File: src/hw/rtl/lfsr_key_xor_cipher_top_assert.svh
// ----------------------------------------------------------------------------
// lfsr_key_xor_cipher_top_assert.svh
// Assertion macros shared by the cipher RTL. Each macro expects signals
// named clk and arst_n in the scope where it is used.
// ----------------------------------------------------------------------------
`ifndef LFSR_KEY_XOR_CIPHER_TOP_ASSERT_SVH
`define LFSR_KEY_XOR_CIPHER_TOP_ASSERT_SVH

// The consequent must hold in the same cycle as the antecedent.
`define LKXC_ASSERT_SAME(lbl, ante, cons, msg) \
	lbl: assert property (@(posedge clk) disable iff (!arst_n) (ante) |-> (cons)) \
		else $error(msg);

// The consequent must hold in the cycle after the antecedent.
`define LKXC_ASSERT_NEXT(lbl, ante, cons, msg) \
	lbl: assert property (@(posedge clk) disable iff (!arst_n) (ante) |=> (cons)) \
		else $error(msg);

`endif

File: src/hw/rtl/lkxc_pkg.sv
// ----------------------------------------------------------------------------
// lkxc_pkg
// Shared constants and controller/datapath interface types for the cipher.
// ----------------------------------------------------------------------------
package lkxc_pkg;

	localparam int LFSR_WIDTH_DEF = 8;
	localparam int DATA_W         = 8;
	localparam int KEY_W          = 32;
	localparam int CFG_DATA_W     = 32;
	localparam int CFG_IDX_W      = 2;

	// Configuration register indexes.
	localparam logic [CFG_IDX_W-1:0] CFG_TAP_MASK   = 2'd0;
	localparam logic [CFG_IDX_W-1:0] CFG_SEED_VALUE = 2'd1;
	localparam logic [CFG_IDX_W-1:0] CFG_MSG_LEN    = 2'd2;

	// Configuration reset values.
	localparam logic [7:0]            TAP_RESET  = 8'd10;
	localparam logic [7:0]            SEED_RESET = 8'd1;
	localparam logic [CFG_DATA_W-1:0] LEN_RESET  = 32'd1;

	typedef struct packed {
		logic load;
		logic step;
		logic accept;
	} ctrl_cmd_t;

	typedef struct packed {
		logic last_step;
	} dp_status_t;

endpackage

File: src/hw/rtl/lkxc_dp.sv
// ----------------------------------------------------------------------------
// lkxc_dp
// Datapath: configuration registers, LFSR key generator, byte position
// counter and the registered XOR output.
// ----------------------------------------------------------------------------
module lkxc_dp #(
	parameter int LFSR_WIDTH = lkxc_pkg::LFSR_WIDTH_DEF
) (
	input  logic                               clk,
	input  logic                               arst_n,
	input  logic                               cfg_we,
	input  logic [lkxc_pkg::CFG_IDX_W-1:0]     cfg_index,
	input  logic [lkxc_pkg::CFG_DATA_W-1:0]    cfg_data,
	input  lkxc_pkg::ctrl_cmd_t                cmd,
	output lkxc_pkg::dp_status_t               status,
	input  logic [lkxc_pkg::DATA_W-1:0]        data_in,
	output logic [lkxc_pkg::DATA_W-1:0]        data_out
);
	import lkxc_pkg::*;

	localparam int DEG_W = $clog2(LFSR_WIDTH + 1);
	localparam int CNT_W = LFSR_WIDTH + 1;

	// Configuration registers; only the low LFSR_WIDTH bits of taps and seed matter.
	logic [LFSR_WIDTH-1:0] tap_q;
	logic [LFSR_WIDTH-1:0] seed_q;
	logic [KEY_W-1:0]      msg_len_q;

	// Key generator state.
	logic [LFSR_WIDTH-1:0] taps_run_q;
	logic [LFSR_WIDTH-1:0] ins_q;
	logic [LFSR_WIDTH-1:0] lfsr_q;
	logic [CNT_W-1:0]      last_q;
	logic [CNT_W-1:0]      cnt_q;
	logic [KEY_W-1:0]      key_q;

	logic [KEY_W-1:0]      pos_q;
	logic [DATA_W-1:0]     data_out_q;

	logic [DEG_W-1:0]      degree;
	logic [LFSR_WIDTH-1:0] low_mask;
	logic [LFSR_WIDTH-1:0] ins_pos;
	logic [LFSR_WIDTH-1:0] seed_ld;
	logic [CNT_W-1:0]      last_ld;
	logic                  fb;

	logic [KEY_W:0]        len_w;
	logic [KEY_W-1:0]      p_cur;
	logic [KEY_W:0]        p_inc;
	logic [KEY_W-1:0]      pos_nxt;
	logic                  in_full;
	logic [1:0]            sel;

	always_ff @(posedge clk or negedge arst_n) begin
		if (!arst_n) begin
			tap_q     <= TAP_RESET[LFSR_WIDTH-1:0];
			seed_q    <= SEED_RESET[LFSR_WIDTH-1:0];
			msg_len_q <= LEN_RESET;
		end else if (cfg_we) begin
			unique case (cfg_index)
				CFG_TAP_MASK:   tap_q     <= cfg_data[LFSR_WIDTH-1:0];
				CFG_SEED_VALUE: seed_q    <= cfg_data[LFSR_WIDTH-1:0];
				CFG_MSG_LEN:    msg_len_q <= cfg_data;
				default: ;
			endcase
		end
	end

	// Degree, the low mask below it and the feedback insertion point.
	always_comb begin
		degree = '0;
		for (int i = 0; i < LFSR_WIDTH; i++) begin
			if (tap_q[i]) begin
				degree = DEG_W'(i + 1);
			end
		end
		for (int i = 0; i < LFSR_WIDTH; i++) begin
			low_mask[i] = (DEG_W'(i) < degree);
			ins_pos[i]  = (DEG_W'(i + 1) == degree);
		end
		// A seed with bits at or above the degree is replaced by the taps.
		seed_ld = ((seed_q & ~low_mask) != '0) ? tap_q : seed_q;
		last_ld = CNT_W'((32'd1 << degree) - 32'd1);
	end

	assign fb = ^(lfsr_q & taps_run_q);

	always_ff @(posedge clk or negedge arst_n) begin
		if (!arst_n) begin
			cnt_q <= '0;
		end else if (cmd.load) begin
			cnt_q <= '0;
		end else if (cmd.step) begin
			cnt_q <= cnt_q + CNT_W'(1);
		end
	end

	always_ff @(posedge clk) begin
		if (cmd.load) begin
			taps_run_q <= tap_q;
			ins_q      <= ins_pos;
			last_q     <= last_ld;
			lfsr_q     <= seed_ld;
			key_q      <= {{(KEY_W - LFSR_WIDTH){1'b0}}, seed_ld};
		end else if (cmd.step) begin
			lfsr_q <= {1'b0, lfsr_q[LFSR_WIDTH-1:1]} | (fb ? ins_q : '0);
			key_q  <= {key_q[KEY_W-2:0], lfsr_q[0]};
		end
	end

	assign status.last_step = (cnt_q == last_q);

	// A length of zero stands for 2^32.
	always_comb begin
		len_w   = {(msg_len_q == '0), msg_len_q};
		p_cur   = ({1'b0, pos_q} >= len_w) ? '0 : pos_q;
		p_inc   = {1'b0, p_cur} + (KEY_W + 1)'(1);
		pos_nxt = (p_inc >= len_w) ? '0 : p_inc[KEY_W-1:0];
		in_full = ({1'b0, p_cur[KEY_W-1:2]} < len_w[KEY_W:2]);
		if (in_full) begin
			sel = p_cur[1:0];
		end else if (len_w[1:0] == 2'd3) begin
			case (p_cur[1:0])
				2'd0:    sel = 2'd1;
				2'd1:    sel = 2'd2;
				default: sel = 2'd0;
			endcase
		end else begin
			sel = {1'b0, p_cur[0]};
		end
	end

	always_ff @(posedge clk or negedge arst_n) begin
		if (!arst_n) begin
			pos_q <= '0;
		end else if (cmd.accept) begin
			pos_q <= pos_nxt;
		end
	end

	always_ff @(posedge clk) begin
		if (cmd.accept) begin
			data_out_q <= data_in ^ key_q[8*sel +: DATA_W];
		end
	end

	assign data_out = data_out_q;

endmodule

File: src/hw/rtl/lkxc_ctrl.sv
// ----------------------------------------------------------------------------
// lkxc_ctrl
// Controller: sequences key derivation on the first item and runs the
// input and output handshakes.
// ----------------------------------------------------------------------------
`include "lfsr_key_xor_cipher_top_assert.svh"

module lkxc_ctrl (
	input  logic                           clk,
	input  logic                           arst_n,
	input  logic                           in_valid,
	output logic                           in_stall,
	output logic                           out_valid,
	input  logic                           out_stall,
	input  logic                           cfg_we,
	input  logic [lkxc_pkg::CFG_IDX_W-1:0] cfg_index,
	output lkxc_pkg::ctrl_cmd_t            cmd,
	input  lkxc_pkg::dp_status_t           status
);
	import lkxc_pkg::*;

	typedef enum logic [3:0] {
		ST_WAIT = 4'b0001,
		ST_LOAD = 4'b0010,
		ST_STEP = 4'b0100,
		ST_RUN  = 4'b1000
	} state_t;

	state_t st_q;
	state_t st_d;
	logic   out_valid_q;
	logic   restart;
	logic   room;

	// A taps or seed write during derivation restarts it with the new values.
	assign restart = cfg_we && (cfg_index == CFG_TAP_MASK || cfg_index == CFG_SEED_VALUE);
	assign room    = !out_valid_q || !out_stall;

	always_comb begin
		st_d = st_q;
		unique case (st_q)
			ST_WAIT: begin
				if (in_valid) begin
					st_d = ST_LOAD;
				end
			end
			ST_LOAD: begin
				st_d = restart ? ST_LOAD : ST_STEP;
			end
			ST_STEP: begin
				if (restart) begin
					st_d = ST_LOAD;
				end else if (status.last_step) begin
					st_d = ST_RUN;
				end
			end
			ST_RUN: st_d = ST_RUN;
			default: st_d = ST_WAIT;
		endcase
	end

	always_ff @(posedge clk or negedge arst_n) begin
		if (!arst_n) begin
			st_q <= ST_WAIT;
		end else begin
			st_q <= st_d;
		end
	end

	assign cmd.load   = (st_q == ST_LOAD);
	assign cmd.step   = (st_q == ST_STEP);
	assign cmd.accept = (st_q == ST_RUN) && in_valid && room;
	assign in_stall   = !((st_q == ST_RUN) && room);

	always_ff @(posedge clk or negedge arst_n) begin
		if (!arst_n) begin
			out_valid_q <= 1'b0;
		end else if (cmd.accept) begin
			out_valid_q <= 1'b1;
		end else if (!out_stall) begin
			out_valid_q <= 1'b0;
		end
	end

	assign out_valid = out_valid_q;

	`LKXC_ASSERT_NEXT(a_accept_fills_out, cmd.accept, out_valid_q, "accepted item left no result")
	`LKXC_ASSERT_NEXT(a_run_sticks, st_q == ST_RUN, st_q == ST_RUN, "key left the ready state")
	`LKXC_ASSERT_NEXT(a_last_to_run, (st_q == ST_STEP) && status.last_step && !restart, st_q == ST_RUN, "derivation did not finish")

endmodule

File: src/hw/rtl/lfsr_key_xor_cipher_top.sv
// ----------------------------------------------------------------------------
// lfsr_key_xor_cipher_top
// Byte stream XOR cipher keyed by a 32-bit word from a Fibonacci LFSR.
//
//   channel  direction  handshake              payload
//   input    in         in_valid / in_stall    data_in   [7:0]
//   output   out        out_valid / out_stall  data_out  [7:0]
//   config   in         cfg_we                 cfg_index [1:0], cfg_data [31:0]
//
// The first item after reset stalls while the key is derived: the wait state that sees it,
// the load state, then the LFSR steps until the step counter reaches 2^degree - 1.
// After that one item is taken every cycle while the output register has room, and its
// result is shown on the output in the cycle after it is taken.
// Reset does not clear the key but forces a new derivation, using the taps and seed then held.
// A stalled output blocks new items only while its register is full.
// ----------------------------------------------------------------------------
module lfsr_key_xor_cipher_top #(
	parameter int LFSR_WIDTH = lkxc_pkg::LFSR_WIDTH_DEF
) (
	input  logic                            clk,
	input  logic                            arst_n,
	input  logic                            in_valid,
	output logic                            in_stall,
	input  logic [lkxc_pkg::DATA_W-1:0]     data_in,
	output logic                            out_valid,
	input  logic                            out_stall,
	output logic [lkxc_pkg::DATA_W-1:0]     data_out,
	input  logic                            cfg_we,
	input  logic [lkxc_pkg::CFG_IDX_W-1:0]  cfg_index,
	input  logic [lkxc_pkg::CFG_DATA_W-1:0] cfg_data
);
	import lkxc_pkg::*;

	ctrl_cmd_t  cmd;
	dp_status_t status;

	lkxc_ctrl u_ctrl (
		.clk       (clk),
		.arst_n    (arst_n),
		.in_valid  (in_valid),
		.in_stall  (in_stall),
		.out_valid (out_valid),
		.out_stall (out_stall),
		.cfg_we    (cfg_we),
		.cfg_index (cfg_index),
		.cmd       (cmd),
		.status    (status)
	);

	lkxc_dp #(
		.LFSR_WIDTH (LFSR_WIDTH)
	) u_dp (
		.clk       (clk),
		.arst_n    (arst_n),
		.cfg_we    (cfg_we),
		.cfg_index (cfg_index),
		.cfg_data  (cfg_data),
		.cmd       (cmd),
		.status    (status),
		.data_in   (data_in),
		.data_out  (data_out)
	);

endmodule
File: config.mk
export PLATFORM = sky130hd
export DESIGN_NAME = lfsr_key_xor_cipher_top
export DESIGN_NICKNAME = d
export VERILOG_FILES = /design/src/hw/rtl/lkxc_pkg.sv /design/src/hw/rtl/lkxc_dp.sv /design/src/hw/rtl/lkxc_ctrl.sv /design/src/hw/rtl/lfsr_key_xor_cipher_top.sv
export VERILOG_INCLUDE_DIRS = /design/src /design/src/hw/rtl
export SDC_FILE = /design/constraint.sdc
export NUM_CORES = 1
export LEC_CHECK = 0
export BUFFER_PORTS_ARGS = -buffer_cell sky130_fd_sc_hd__buf_2
export CAP_MARGIN = 20
export CORE_UTILIZATION = 55
export CTS_CLUSTER_SIZE = 30
export DETAILED_ROUTE_END_ITERATION = 7
export MAX_ROUTING_LAYER = met4
export PLACE_DENSITY = 0.73
export REMOVE_ABC_BUFFERS = 1
export SKIP_CTS_REPAIR_TIMING = 1
export SLEW_MARGIN = 0
export SYNTH_ARGS = -nofsm -noshare
export SYNTH_HDL_FRONTEND = slang
export SYNTH_HIERARCHICAL = 1
export SYNTH_SLANG_ARGS = --single-unit
File: constraint.sdc
create_clock -name clk -period 15.9 [get_ports clk]
set_input_delay 1.59 -clock clk [delete_from_list [all_inputs] [get_ports clk]]
set_output_delay 1.59 -clock clk [all_outputs]
set_load 0.01 [all_outputs]
Word level (Yosys, flattened, before mapping) --
Cells that the tools add are included.
Storage, ports and cells: flip-flop bits (word level) 167, latch bits 0, memory bits (writable) 0, memory bits (read-only) 0, input port bits 47, output and inout port bits 10, memories 0
Operators by class: $add $sub $neg 3, multiply operators 0, div/mod/pow operators 0, order comparisons 11, eq/ne operators 20, shifts and indexed selects 2, muxes and demuxes 28, bitwise logic cells 5, reductions and logical operators 19
Operator list (count):
- $mux W32 | 2
- $mux W8 | 6
- $add A32 B1 Y33 const B | 1
- $ge A32 B33 Y1 | 1
- $ge A33 B33 Y1 | 1
- $logic_not A32 Y1 | 1
- $shiftx A32 B6 Y8 | 1
- $lt A30 B31 Y1 | 1
- $mux W9 | 2
- $and A8 B8 Y8 | 2
- $eq A3 B4 Y1 const A | 4
- $lt A3 B4 Y1 const A | 4
- $mux W4 | 4
- $pmux W4 S4 | 1
- $mux W3 | 5
- $add A9 B1 Y9 const B | 1
- $eq A9 B9 Y1 | 1
- $shl A1 B4 Y9 const A | 1
- $sub A9 B1 Y9 const B | 1
- $eq A2 B4 Y1 const A | 2
- $lt A1 B4 Y1 const A | 2
- $lt A2 B4 Y1 const A | 2
- $mux W2 | 4
- $not A8 Y8 | 1
- 23 further kinds | 37

Depth between registers and ports, before layout --
depth in word-level cells 14, gate-level depth with buffers 30, depth with buffers taken out 27

By module --
The synthesis kept the hierarchy.
By module, submodules not included:
- lkxc_dp | times used 1, cells an instance 966, area an instance 10027.1 um2, sequential area each 4184.0 um2
- lkxc_ctrl | times used 1, cells an instance 28, area an instance 287.8 um2, sequential area each 126.4 um2

Worst setup path before layout --
Ideal clock, no wire load.
path type reg-to-reg, start reg u_dp.pos_q[15], end reg u_dp.pos_q[19], arrival 5.759 ns, data required time 15.790 ns, slack 10.030 ns, cell stages (with the launch flop) 29, buffers on the path 2, clock period less this slack 5.870 ns, cell sequence dfrtp_1 > ha_1 > a21oi_1 > nand2_1 > a221oi_1 > a311oi_2 > nor3_4 > buf_2 > nand2_1 > inv_1 > ha_1 > and3_1 > and3_1 > and3_1 > and3_1 > nand4_1 > xnor2_1 > ha_1 > a21o_1 > a21o_1 > a21oi_1 > a21o_1 > a21oi_1 > a2111oi_2 > nand3_1 > clkbuf_1 > o21ai_0 > nand2_1 > o41ai_1
Between the ends: word-level cells in the longest chain between the ends 5
RTL lines:
- from (decl) | RTL line lkxc_dp.sv:37 | logic [KEY_W-1:0] pos_q;
- from (signal assigned) | RTL line lkxc_dp.sv:137 | pos_q <= pos_nxt;
- $ge A32 B33 Y1 | RTL line lkxc_dp.sv:116 | p_cur = ({1'b0, pos_q} >= len_w) ? '0 : pos_q;
- $mux W32 (*) | RTL line lkxc_dp.sv:116
- $add A32 B1 Y33 (*) | RTL line lkxc_dp.sv:117 | p_inc = {1'b0, p_cur} + (KEY_W + 1)'(1);
- $ge A33 B33 Y1 | RTL line lkxc_dp.sv:118 | pos_nxt = (p_inc >= len_w) ? '0 : p_inc[KEY_W-1:0];
- $mux W32 (*) | RTL line lkxc_dp.sv:118
Every way passes the cells marked *; elsewhere a longest branch is shown, timed or not. A chain may end at the register's enable or synchronous reset.

Final worst setup path --
start reg u_dp.msg_len_q[1], end reg u_dp.pos_q[28]
Between the ends: word-level cells in the longest chain between the ends 6
RTL lines:
- from (decl) | RTL line lkxc_dp.sv:27 | logic [KEY_W-1:0] msg_len_q;
- from (signal assigned) | RTL line lkxc_dp.sv:63 | CFG_MSG_LEN: msg_len_q <= cfg_data;
- $logic_not A32 Y1 | RTL line lkxc_dp.sv:115 | len_w = {(msg_len_q == '0), msg_len_q};
- $ge A32 B33 Y1 | RTL line lkxc_dp.sv:116
- $mux W32 | RTL line lkxc_dp.sv:116
- $add A32 B1 Y33 | RTL line lkxc_dp.sv:117
- $ge A33 B33 Y1 | RTL line lkxc_dp.sv:118
- $mux W32 (*) | RTL line lkxc_dp.sv:118
Marks and branches as above.

==> results.md <==
* Critical Path Sink Type: flop
* Initial antenna violation count at 0
* Critical-path top delay cell: nor4_1
* Final ANT Viol Nets at 0
* CTS clk-pin slew, worst paths at approximately 70 ps
* H-tree Lvls at 4
* R2R Path End: u_dp/pos_q[28]
* Mean Syn Cell Area at a little over 10 um2
* Final core utilization at 0.629
* Die outline height at 139 um
* Largest net degree at the start of global routing at 66
* N_diodes at 0
* Reg2reg start: u_dp/msg_len_q[1]
* Vias at between 7000 and 8000
* Maximum vdd drop at 0.0713 mV
* Failing checks: DRC
* Worst Skew at 14.6 ps
* HPWL after DPL at 17500 um
* Synth Cell Area at 10300 um2
* Distinct cell type count after synthesis at 76
* GR Overflow Total at 0
* Logic pwr share at 0.207
* Final hold violation count at 0
* Die width at 139 um
* Family with the most delay on the worst path: simple AND/OR/NAND/NOR gates
* CP Data Required Time at 16230 ps
* Status: complete, but fails checks
* Clock power share at 0.329
* DRC viols at 3
* Num CTS Buffers at 17
* Slew headroom at 0.426
* Cell Pwr Density at 104 nW/um2
* CP Launch Type: flop
* Clock root buffer: clkbuf_16
* Worst reg-to-reg path cell count at 25
* Fin crit period at 7340 ps
* Hold Crit Start: u_dp/key_q[31]
* CTS tree: yes
* Register area share after synthesis at 0.418
* Number of global-route vias before repair at 7496
* Cell mode on critical path: and3_1
* R2r setup slk at 8560 ps
* Cell count after synthesis at 994
* Setup TNS at 0 ps
* WHS Path Cells at 2
* Placer Congestion at 0.932
* Synth Warn # at 6
* Nets at 1195
* Asr flop ratio synth at 0.563
* Total wire length at 24200 um
* Initial Util at 0.568
* CORE AREA at 18100 um2
* Buf/Inv on CP at 2
* Leak at 5.09 nW
* Worst Hold Endpoint: u_dp/key_q[31]
* Die area at 19300 um2
* Fin crit share at 0.461
* Clock sinks at 167
* Yosys reg bits at 167
* First-pass GRT wire length at between 30000 and 40000 um
* Global Route Usage Sum at 0.268
* Worst-margin pin slew at 861 ps
* Ys flop type: dfrtp_1
* Drt pass-1 iters at 8
* Port Buf Inserts at 56
* DRT iter0 DRCs at 720
* GRT Max-Usage Layer: met2
* Area Overhead vs Synth at 10.7%
* M3 GR Usage at 0.0611
* Worst min path class: flop to flop
* # rows at 49
* WS Path Type: flop to flop
* Max Cap Viol at 0
* P_sw at 0.000375 W
* Clock Tree Buf Depth at 2
* Drt via density at 6.11
* EDFF count, synth at 49
* Clock Latency Late Sink at 430 ps
* RSZ-0062 raised after global routing: no
* Internal power at 0.000812 W
* Per-cell routed wire length at 18.7 um
* Critical path's largest stage delay at 650 ps
* M2 GR Usage at 0.382
* Switch share at 0.316
* Max Fanout on Critical Path at 21
* Slew Viols, Final at 0
* Critical Path AT at 7660 ps
* Io pins at 57
* Final setup violation count at 0
* Routing usage on met1 at 0.375
* Flop pwr share at 0.463
* Layout cells sized above 1 at 0.162
* Max Freq at approximately 140 MHz
[registers in the layout, indices dropped and copies added (netlist names)]
signal,flops
u_dp/cnt_q,9
u_dp/tap_q,8
u_dp/seed_q,8
u_dp/taps_run_q,8
u_dp/ins_q,8
u_dp/pos_q,32
u_dp/msg_len_q,32
u_dp/key_q,32
u_ctrl/out_valid,1
u_dp/data_out,8
u_ctrl/st_q,4
u_dp/last_q,9
u_dp/lfsr_q,8
[cell type report]
type | count | area [um2]
clock buffer | 19 | 443
clock inverter | 13 | 109
fill | 1456 | 6730
inverter | 67 | 251
multi-input combinational | 729 | 5660
sequential | 167 | 4310
tap | 229 | 287
timing repair buffer | 67 | 365
[synthesized netlist by cell type, drive strengths merged (3+ instances only)]
cell type / number / area (um2)
a211oi: 14 / 105
a21o: 14 / 105
a21oi: 45 / 233
a31oi: 5 / 31.3
a32o: 15 / 150
and2: 20 / 125
and3: 12 / 80.1
and4: 5 / 43.8
buf: 7 / 27.5
clkbuf: 24 / 91.3
dfrtp: 89 / 2230
dfstp: 5 / 131
dfxtp: 24 / 480
edfxtp: 49 / 1470
ha: 99 / 1240
inv: 66 / 248
mux2: 48 / 541
mux2i: 32 / 320
mux4: 8 / 203
nand2: 71 / 269
nand2b: 10 / 62.6
nand3: 25 / 125
nand3b: 3 / 22.5
nand4: 31 / 200
nor2: 74 / 278
nor2b: 10 / 62.6
nor3: 11 / 66.3
nor4: 24 / 180
o21a: 4 / 30.0
o21ai: 49 / 245
o2bb2ai: 4 / 41.3
or2: 3 / 18.8
xnor2: 35 / 307
xor2: 24 / 210
[routing by layer]
layer / up-vias / share of wire
met5: - / 0
met4: 0 / 0.022
met3: 51 / 0.074
met2: 296 / 0.44
met1: 3780 / 0.47
li1: 3764 / -
[power by group through the flow]
| stage | clock network [W] | registers, W | logic [W] |
|---|---|---|---|
| floorplan | 0 | 0.000542 | 0.000177 |
| detailed placement | 0 | 0.000557 | 0.000241 |
| global placement | 0 | 0.000555 | 0.000236 |
| finish | 0.000391 | 0.000550 | 0.000246 |
| CTS | 0.000400 | 0.000549 | 0.000243 |
| global route | 0.000420 | 0.000556 | 0.000272 |
[cell families (layout without fill, tap and decap cells)]
family	count (synthesis)	count (layout)	synth area share
multiplexers	88	88	0.103
AO/OA/AOI/OAI	176	176	0.118
adder cells (fa/ha/maj)	99	99	0.120
buffers and inverters	98	166	0.0359
XOR/XNOR	59	59	0.0501
AND/OR/NAND/NOR	306	306	0.155
other	1	1	0.000364
flip-flops	167	167	0.418
[layout by cell type, fill, tap and decap left out, types with 9 or more instances in the layout]
master,n
ha_1,99
o21ai_0,49
nor4_1,22
xor2_1,24
mux2i_1,32
a211oi_1,14
dfrtp_1,89
buf_2,55
nor3_1,9
buf_4,12
a32o_1,15
nand3_1,25
nand2_1,70
mux2_2,47
nor2_1,74
inv_1,65
and2_1,17
clkbuf_16,17
a21o_1,14
edfxtp_1,49
nand4_1,30
a21oi_1,43
dfxtp_1,24
xnor2_1,35
nor2b_1,10
nand2b_1,10
and3_1,11
[metrics by stage]
stage / setup WS (ps) / area [um2] / std cells / hold WS [ps] / power, W
after global placement: 9020 / 10900 / 1258 / 477 / 0.000791
after detailed placement: 8810 / 10900 / 1258 / 485 / 0.000798
after CTS: 8660 / 11400 / 1290 / 500 / 0.00119
final: 8560 / 11400 / 1291 / 499 / 0.00119
after floorplan: 8910 / 10200 / 963 / 455 / 0.000719
after global routing: 8070 / 11400 / 1291 / 532 / 0.00125
[worst max-delay path by stage]
stage | startpoint | to | slack (ps) | depth (start not counted)
4_1_cts | u_dp/msg_len_q[12] | u_dp/pos_q[28] | 8660 | 27
2_1_floorplan | u_dp/pos_q[15] | u_dp/pos_q[19] | 8910 | 26
3_5_place_dp | u_dp/msg_len_q[12] | u_dp/pos_q[14] | 8810 | 27
6_report | u_dp/msg_len_q[1] | u_dp/pos_q[28] | 8560 | 25
5_1_grt | u_dp/msg_len_q[12] | u_dp/pos_q[29] | 8070 | 27
3_3_place_gp | u_dp/msg_len_q[12] | u_dp/pos_q[14] | 9020 | 27
[tightest hold or removal path: stages (launching register included)]
cell and delay (ps):
dfxtp_1 330, mux2i_1 60, nor2_1 70
Note: power is estimated with default switching activity, not from simulation.
